--- src/hdl/tdf_pkg.sv ---
// Shared types, constants and helpers of the tile dedup core.
// No dependencies; used by the front, back and top level.
`timescale 1ns / 1ps
package tdf_pkg;

  localparam int TILE_LIMIT = 1023;
  localparam int SLOT_W     = 10;
  localparam int ROW_W      = 64;
  localparam int Y_W        = 3;
  localparam int TILE_DEPTH = TILE_LIMIT * 8;

  localparam logic [1:0] CMD_FIND    = 2'd0;
  localparam logic [1:0] CMD_FREE    = 2'd1;
  localparam logic [1:0] CMD_CLEAR   = 2'd2;
  localparam logic [1:0] CMD_PRELOAD = 2'd3;

  localparam logic [1:0] ST_FOUND  = 2'd0;
  localparam logic [1:0] ST_ADDED  = 2'd1;
  localparam logic [1:0] ST_NOROOM = 2'd2;

  localparam logic REG_ALLOW_FLIP  = 1'b0;
  localparam logic REG_SIZE_LOCKED = 1'b1;

  typedef enum logic [2:0] {
    K_ROW,
    K_FIND,
    K_PRELOAD,
    K_FREE,
    K_CLEAR
  } kind_t;

  typedef struct packed {
    kind_t             kind;
    logic [ROW_W-1:0]  row;
    logic [3:0]        pal;
    logic [SLOT_W-1:0] slot;
  } op_t;

  typedef struct packed {
    logic valid;
    op_t  op;
  } q_t;

  typedef struct packed {
    logic en;
    logic index;
    logic data;
  } cfg_wr_t;

  function automatic logic [ROW_W-1:0] mirror_row(input logic [ROW_W-1:0] r);
    logic [ROW_W-1:0] o;
    o = '0;
    for (int k = 0; k < 8; k++) begin
      o[8*(7-k) +: 8] = r[8*k +: 8];
    end
    return o;
  endfunction

endpackage

--- src/hdl/tdf_front.sv ---
// Front part: classify each command beat and queue it for the back part.
// Depends on tdf_pkg.
`timescale 1ns / 1ps
module tdf_front (
  input  logic                      clk,
  input  logic                      rst,
  input  logic                      start,
  input  logic [1:0]                cmd,
  input  logic [tdf_pkg::ROW_W-1:0] row_pixels,
  input  logic [3:0]                palette,
  input  logic [tdf_pkg::SLOT_W-1:0] slot,
  output logic                      busy,
  output tdf_pkg::q_t               q,
  input  logic                      take
);

  tdf_pkg::op_t ent [2];
  tdf_pkg::op_t op_new;
  logic         wp;
  logic         rp;
  logic [1:0]   cnt;
  logic [2:0]   row_cnt;
  logic         push;

  assign busy    = (cnt == 2'd2);
  assign push    = start && !busy;
  assign q.valid = (cnt != 2'd0);
  assign q.op    = ent[rp];

  always_comb begin
    op_new.row  = row_pixels;
    op_new.pal  = palette;
    op_new.slot = slot;
    case (cmd)
      tdf_pkg::CMD_FREE:  op_new.kind = tdf_pkg::K_FREE;
      tdf_pkg::CMD_CLEAR: op_new.kind = tdf_pkg::K_CLEAR;
      tdf_pkg::CMD_FIND: begin
        op_new.kind = (row_cnt == 3'd7) ? tdf_pkg::K_FIND : tdf_pkg::K_ROW;
      end
      default: begin
        op_new.kind = (row_cnt == 3'd7) ? tdf_pkg::K_PRELOAD : tdf_pkg::K_ROW;
      end
    endcase
  end

  always_ff @(posedge clk) begin
    if (push) begin
      ent[wp] <= op_new;
    end
  end

  always_ff @(posedge clk) begin
    if (rst) begin
      wp      <= 1'b0;
      rp      <= 1'b0;
      cnt     <= 2'd0;
      row_cnt <= 3'd0;
    end else begin
      if (push) begin
        wp <= !wp;
        case (op_new.kind)
          tdf_pkg::K_CLEAR: row_cnt <= 3'd0;
          tdf_pkg::K_FREE:  row_cnt <= row_cnt;
          default:          row_cnt <= row_cnt + 3'd1;
        endcase
      end
      if (take) begin
        rp <= !rp;
      end
      cnt <= cnt + {1'b0, push} - {1'b0, take};
    end
  end

endmodule

--- config.mk ---
export PLATFORM = sky130hd
export DESIGN_NAME = tdf_front
export DESIGN_NICKNAME = d
export VERILOG_FILES = /design/src/hdl/tdf_pkg.sv /design/src/hdl/tdf_front.sv
export SDC_FILE = /design/constraint.sdc
export NUM_CORES = 1
export LEC_CHECK = 0
export BUFFER_PORTS_ARGS = -buffer_cell sky130_fd_sc_hd__buf_2
export CAP_MARGIN = 10
export CORE_ASPECT_RATIO = 2
export CORE_MARGIN = 1
export CORE_UTILIZATION = 45
export DETAILED_ROUTE_END_ITERATION = 12
export PLACE_DENSITY = 0.71
export SETUP_SLACK_MARGIN = 0.2
export SYNTH_ARGS = -nofsm -noshare
export SYNTH_HDL_FRONTEND = slang
export SYNTH_SLANG_ARGS = --single-unit
--- constraint.sdc ---
create_clock -name clk -period 4.15 [get_ports clk]
set_input_delay 0.415 -clock clk [delete_from_list [all_inputs] [get_ports clk]]
set_output_delay 0.415 -clock clk [all_outputs]
set_load 0.1 [all_outputs]
---- Word-level counts from Yosys, hierarchy flattened ----
Memory sizes are Yosys's and may differ from the RTL's. A register that Yosys moved wholly into a read port is not among the register bits.
Cells that the tools add are included.
operators by class
  reductions and logical operators ........ 7
  equality and inequality tests ........... 6
  mux-type cells .......................... 8
  bitwise gates (word level) .............. 1
  $add $sub $neg .......................... 3
operators with widths
  operator             count
  $pmux 3 s3           1
  $eq 3x3->1 const B   2
  $pmux 3 s2           1
  $mux 1               5
  $eq 2x2->1 const B   2
  $add 3x1->3 const B  1
  $eq 3x2->1 const B   1
  $logic_not 1->1      3
  $add 2x1->2          1
  $eq 2x1->1 const B   1
  $logic_not 2->1      1
  $mux 2               1
  $reduce_and 2->1     1
  $reduce_bool 2->1    1
  $sub 2x1->2          1
  $logic_and 1x1->1    1
  $not 1->1            1
storage, ports and cells
  memories ................................ 1
  logic and storage cells ................. 30
  bits in writable memories ............... 162
  bits of input ports ..................... 84
  register bits after elaboration ......... 7
  output and inout bits ................... 83
memory list
  memory  depth  bits a word  rd ports  clocked after memory_dff  wr ports  RTL line         RTL
  ent     2      81           1         1                         1         tdf_front.sv:17  tdf_pkg::op_t ent [2];

---- Depth between registers and ports, before layout ----
  word-level depth ........................ 6
  mapped depth ............................ 8
  depth with buffers taken out ............ 8

---- Least setup slack after synthesis ----
No wires, ideal clock.
  path kind ............................... flip-flop to flip-flop
  start point ............................. reg cnt[0]
  end point ............................... mem ent[0][0] (netlist bit) (enable)
  required time ........................... 3.715 ns
  clock period less this slack ............ 3.097 ns
  slack ................................... 1.053 ns
  stages on the path, launching flop included .. 5
  path buffers ............................ 0
  data arrival time ....................... 2.662 ns
  setup time .............................. 0.435 ns
  cells stage by stage .................... dfxtp_1 > nand2b_4 > inv_2 > or3_1 > inv_1
between the ends
  word-level cells in the longest chain between the ends .. 5
RTL lines
  element                       RTL line         RTL
  start: declaration            tdf_front.sv:21  logic [1:0] cnt;
  start signal: assignment      tdf_front.sv:70  cnt <= cnt + {1'b0, push} - {1'b0, take};
  $eq 2x2->1                    tdf_front.sv:25  assign busy = (cnt == 2'd2);
  named net busy                tdf_front.sv:12  output logic busy,
  $logic_not 1->1               tdf_front.sv:26  assign push = start && !busy;
  $logic_and 1x1->1             tdf_front.sv:26
  $mux 1                        tdf_front.sv:47  if (push) begin
  $mux 1 (implied by the code)  tdf_front.sv:48  ent[wp] <= op_new;
  end: declaration              tdf_front.sv:17
The timed path passes the listed nets, and every way through them passes these cells.

==> impl_metrics.ini <==
[global_routing]
antenna_found_initial = 4
grt_usage_pct = 16.1
grt_pass1_vias = 3388
grt_first_pass_wirelength_um = 17000
overflow = 0
grt_start_max_net_pins = 82

[routing]
first_iter_violations = 103
met3_length_um = 583
wl_met1_um = 3990
vias = 3258
dr_wl_met2_um = 6700
drc = 0
wl_per_cell_um = 17.8
drtPass1Iterations = 4
highest_layer = met5
ant_nets = 0
vias_per_cell = 5.04
routed_wl_um = 11500

[min_path]
min_from = row_pixels[34]
min_to = ent[0][48]
hold_depth = 1
hp-class = in2reg

[status]
outcome = finished clean

[die]
rows = 60
io_pins = 167
start_util_pct = 46.4
coreArea_sq_um = 13500
die_y_um = 169
die_x_um = 85.4
dieArea_sq_um = 14400

[clock_tree]
ctsResizeCount = 0
cts_hold_buf = 0
clock_sinks = 170
root_buffer = clkbuf_16
clkLatencyLatePin_ps = 410
cts.clk_slew.worst_paths_ps = 60
numCtsBuffers = 17
cts_htree_levels = 4
tritoncts = done
clock_path_buffers = 2
postCtsSetupRepairBufs = 0

[placed_design]
io_buffer_count = 166
dp_hpwl_um = 7670
globalplace.congestion = 0.720

[yosys]
syn_inst = 300
ys_ff_latch = 170
yosysTopAreaCellShare_pct = 77.7
syn_nets = 388
yosysMostFrequentCell = edfxtp_1
synthesis.area_sq_um = 6260
ys_top_cells_by_area = edfxtp_1 78%, mux2_2 15%, dfxtp_1 2.6%
yosysSeqAreaShare_pct = 80.2
ys_types = 26
syn_area_per_cell_sq_um = 20.9
ys_async_sr_fraction_pct = 0
synth_top_cell_by_area = edfxtp_1
synth_edf_count = 162
ys_warn_count = 0
ys.flop_type = edfxtp_1
netlist_top_cells_count = 162 x edfxtp_1, 81 x mux2_2, 8 x buf_4, 8 x dfxtp_1, 5 x nor2_1

[worst_setup_path]
critPathArrivalTime_ps = 2250
critPathMaxStageDelay_ps = 1050
cp-start-kind = register
r2r-start = cnt[0]
crit_fanout = 81
cpMaxStageDelayCell = dfxtp_4
worstPathCellList = mux2_2 > buf_2
setup.worst_path.class = reg2out
cp-end-kind = output port
r2r_slack_ps = 2010
r2r_end = ent[0][1]
critPathRequiredTime_ps = 3730
rr_worst_depth = 5

[timing]
maxSlewViolCount = 0
slew_headroom_pct = 24.2
rsz0062_at_grt = false
finalClockSkew_ps = 7.59
setup_violations = 0
hold_viol = 0
fin_tns_setup_ps = 0
min_period_ps = 2670
clock.fmax_mhz = 375
worst_slew_pin_slew_ps = 1140
fin_crit_sh_pct = 64.3

[layout]
area_growth_syn_to_layout_pct = 25.1
nNetsFinal = 565
drive_gt1_share_pct = 58.7
utilization_pct = 58.0

[flow_run]
drv_cap = 0

[pwr]
power_leakage_nw = 2.95
power_density_nw_per_um2 = 640
ir_drop_mv = 0.307
-- per-stage QoR --
| step | total power, mW | hold slack, ps | area [sq um] | instances | worst slack [ps] |
|---|---|---|---|---|---|
| 6_report | 5.02 | 194 | 7840 | 647 | 1480 |
| 5_1_grt | 5.18 | 173 | 7840 | 646 | 1350 |
| 4_1_cts | 5.07 | 175 | 7830 | 644 | 1420 |
| 3_5_place_dp | 3.52 | 485 | 7240 | 613 | 1840 |
| 3_3_place_gp | 3.50 | 456 | 7240 | 613 | 1870 |
| 2_1_floorplan | 3.31 | 448 | 6260 | 300 | 1050 |
-- worst max-delay path by stage --
stage | startpoint | endpoint | slack [ps]
CTS | register | q[37] | 1420
floorplan | cnt[0] | ent[0][0] | 1050
detailed placement | register | q[37] | 1840
global placement | register | q[37] | 1870
finish | register | q[4] | 1480
global route | register | q[37] | 1350
-- critical path: cells and delay by family (launching register included) --
| family | cells | cell delay (ps) |
|---|---|---|
| DFF | 1 | 1050 |
| muxes | 1 | 330 |
| buffers and inverters | 1 | 430 |
-- routing by layer --
layer / track usage [%] / up-vias
li1: - / 1532
met1: 15.6 / 1600
met2: 30.2 / 106
met3: 4.53 / 18
met4: 8.48 / 2
met5: 0 / -
-- report_power, final --
group	switching, mW	total [mW]	internal, mW
Combinational	1.10	1.33	0.238
Clock	0.647	1.55	0.899
Sequential	0.0695	2.14	2.07
-- registers in the layout, indices dropped and copies added (netlist names), named ones only --
register / count
wp: 1
cnt: 2
rp: 1
ent: 162
row_cnt: 3
-- layout make-up --
class	instances	area [sq um]
tap	155	194
multi-input combinational	115	1150
fill	1070	5670
antenna	3	7.51
clock inverter	14	163
timing repair buffer	168	846
clock buffer	17	425
sequential	170	5030
inverter	5	20.0
-- placed cells by master (no fill, tap or decap) --
cell,n
nand4b_1,1
mux2_2,81
diode_2,3
clkinvlp_4,3
dfxtp_4,1
and3_4,1
or3_1,1
a21boi_0,1
inv_1,2
a21oi_1,4
nor2b_1,3
nand2b_4,1
nor3_1,1
inv_2,2
clkinv_2,2
or2_2,1
bufinv_16,2
inv_6,4
xnor2_1,2
ha_1,4
nand4_1,2
xor2_1,1
buf_4,2
o31ai_1,3
clkinv_4,2
buf_2,166
nor2_1,5
inv_8,2
clkbuf_16,17
dfxtp_1,7
nand2_1,1
and2_1,1
edfxtp_1,162
o21ai_0,1
-- logic make-up after synthesis --
logic type	count (synthesis)	synth area share, %
mux	81	14.6
buf+inv	15	1.40
xor+xnor	3	0.420
flops	170	80.2
fa+ha+maj	4	0.799
simple gates	18	1.72
compound gates	9	0.879
Note: power is estimated with default switching activity, not from simulation.
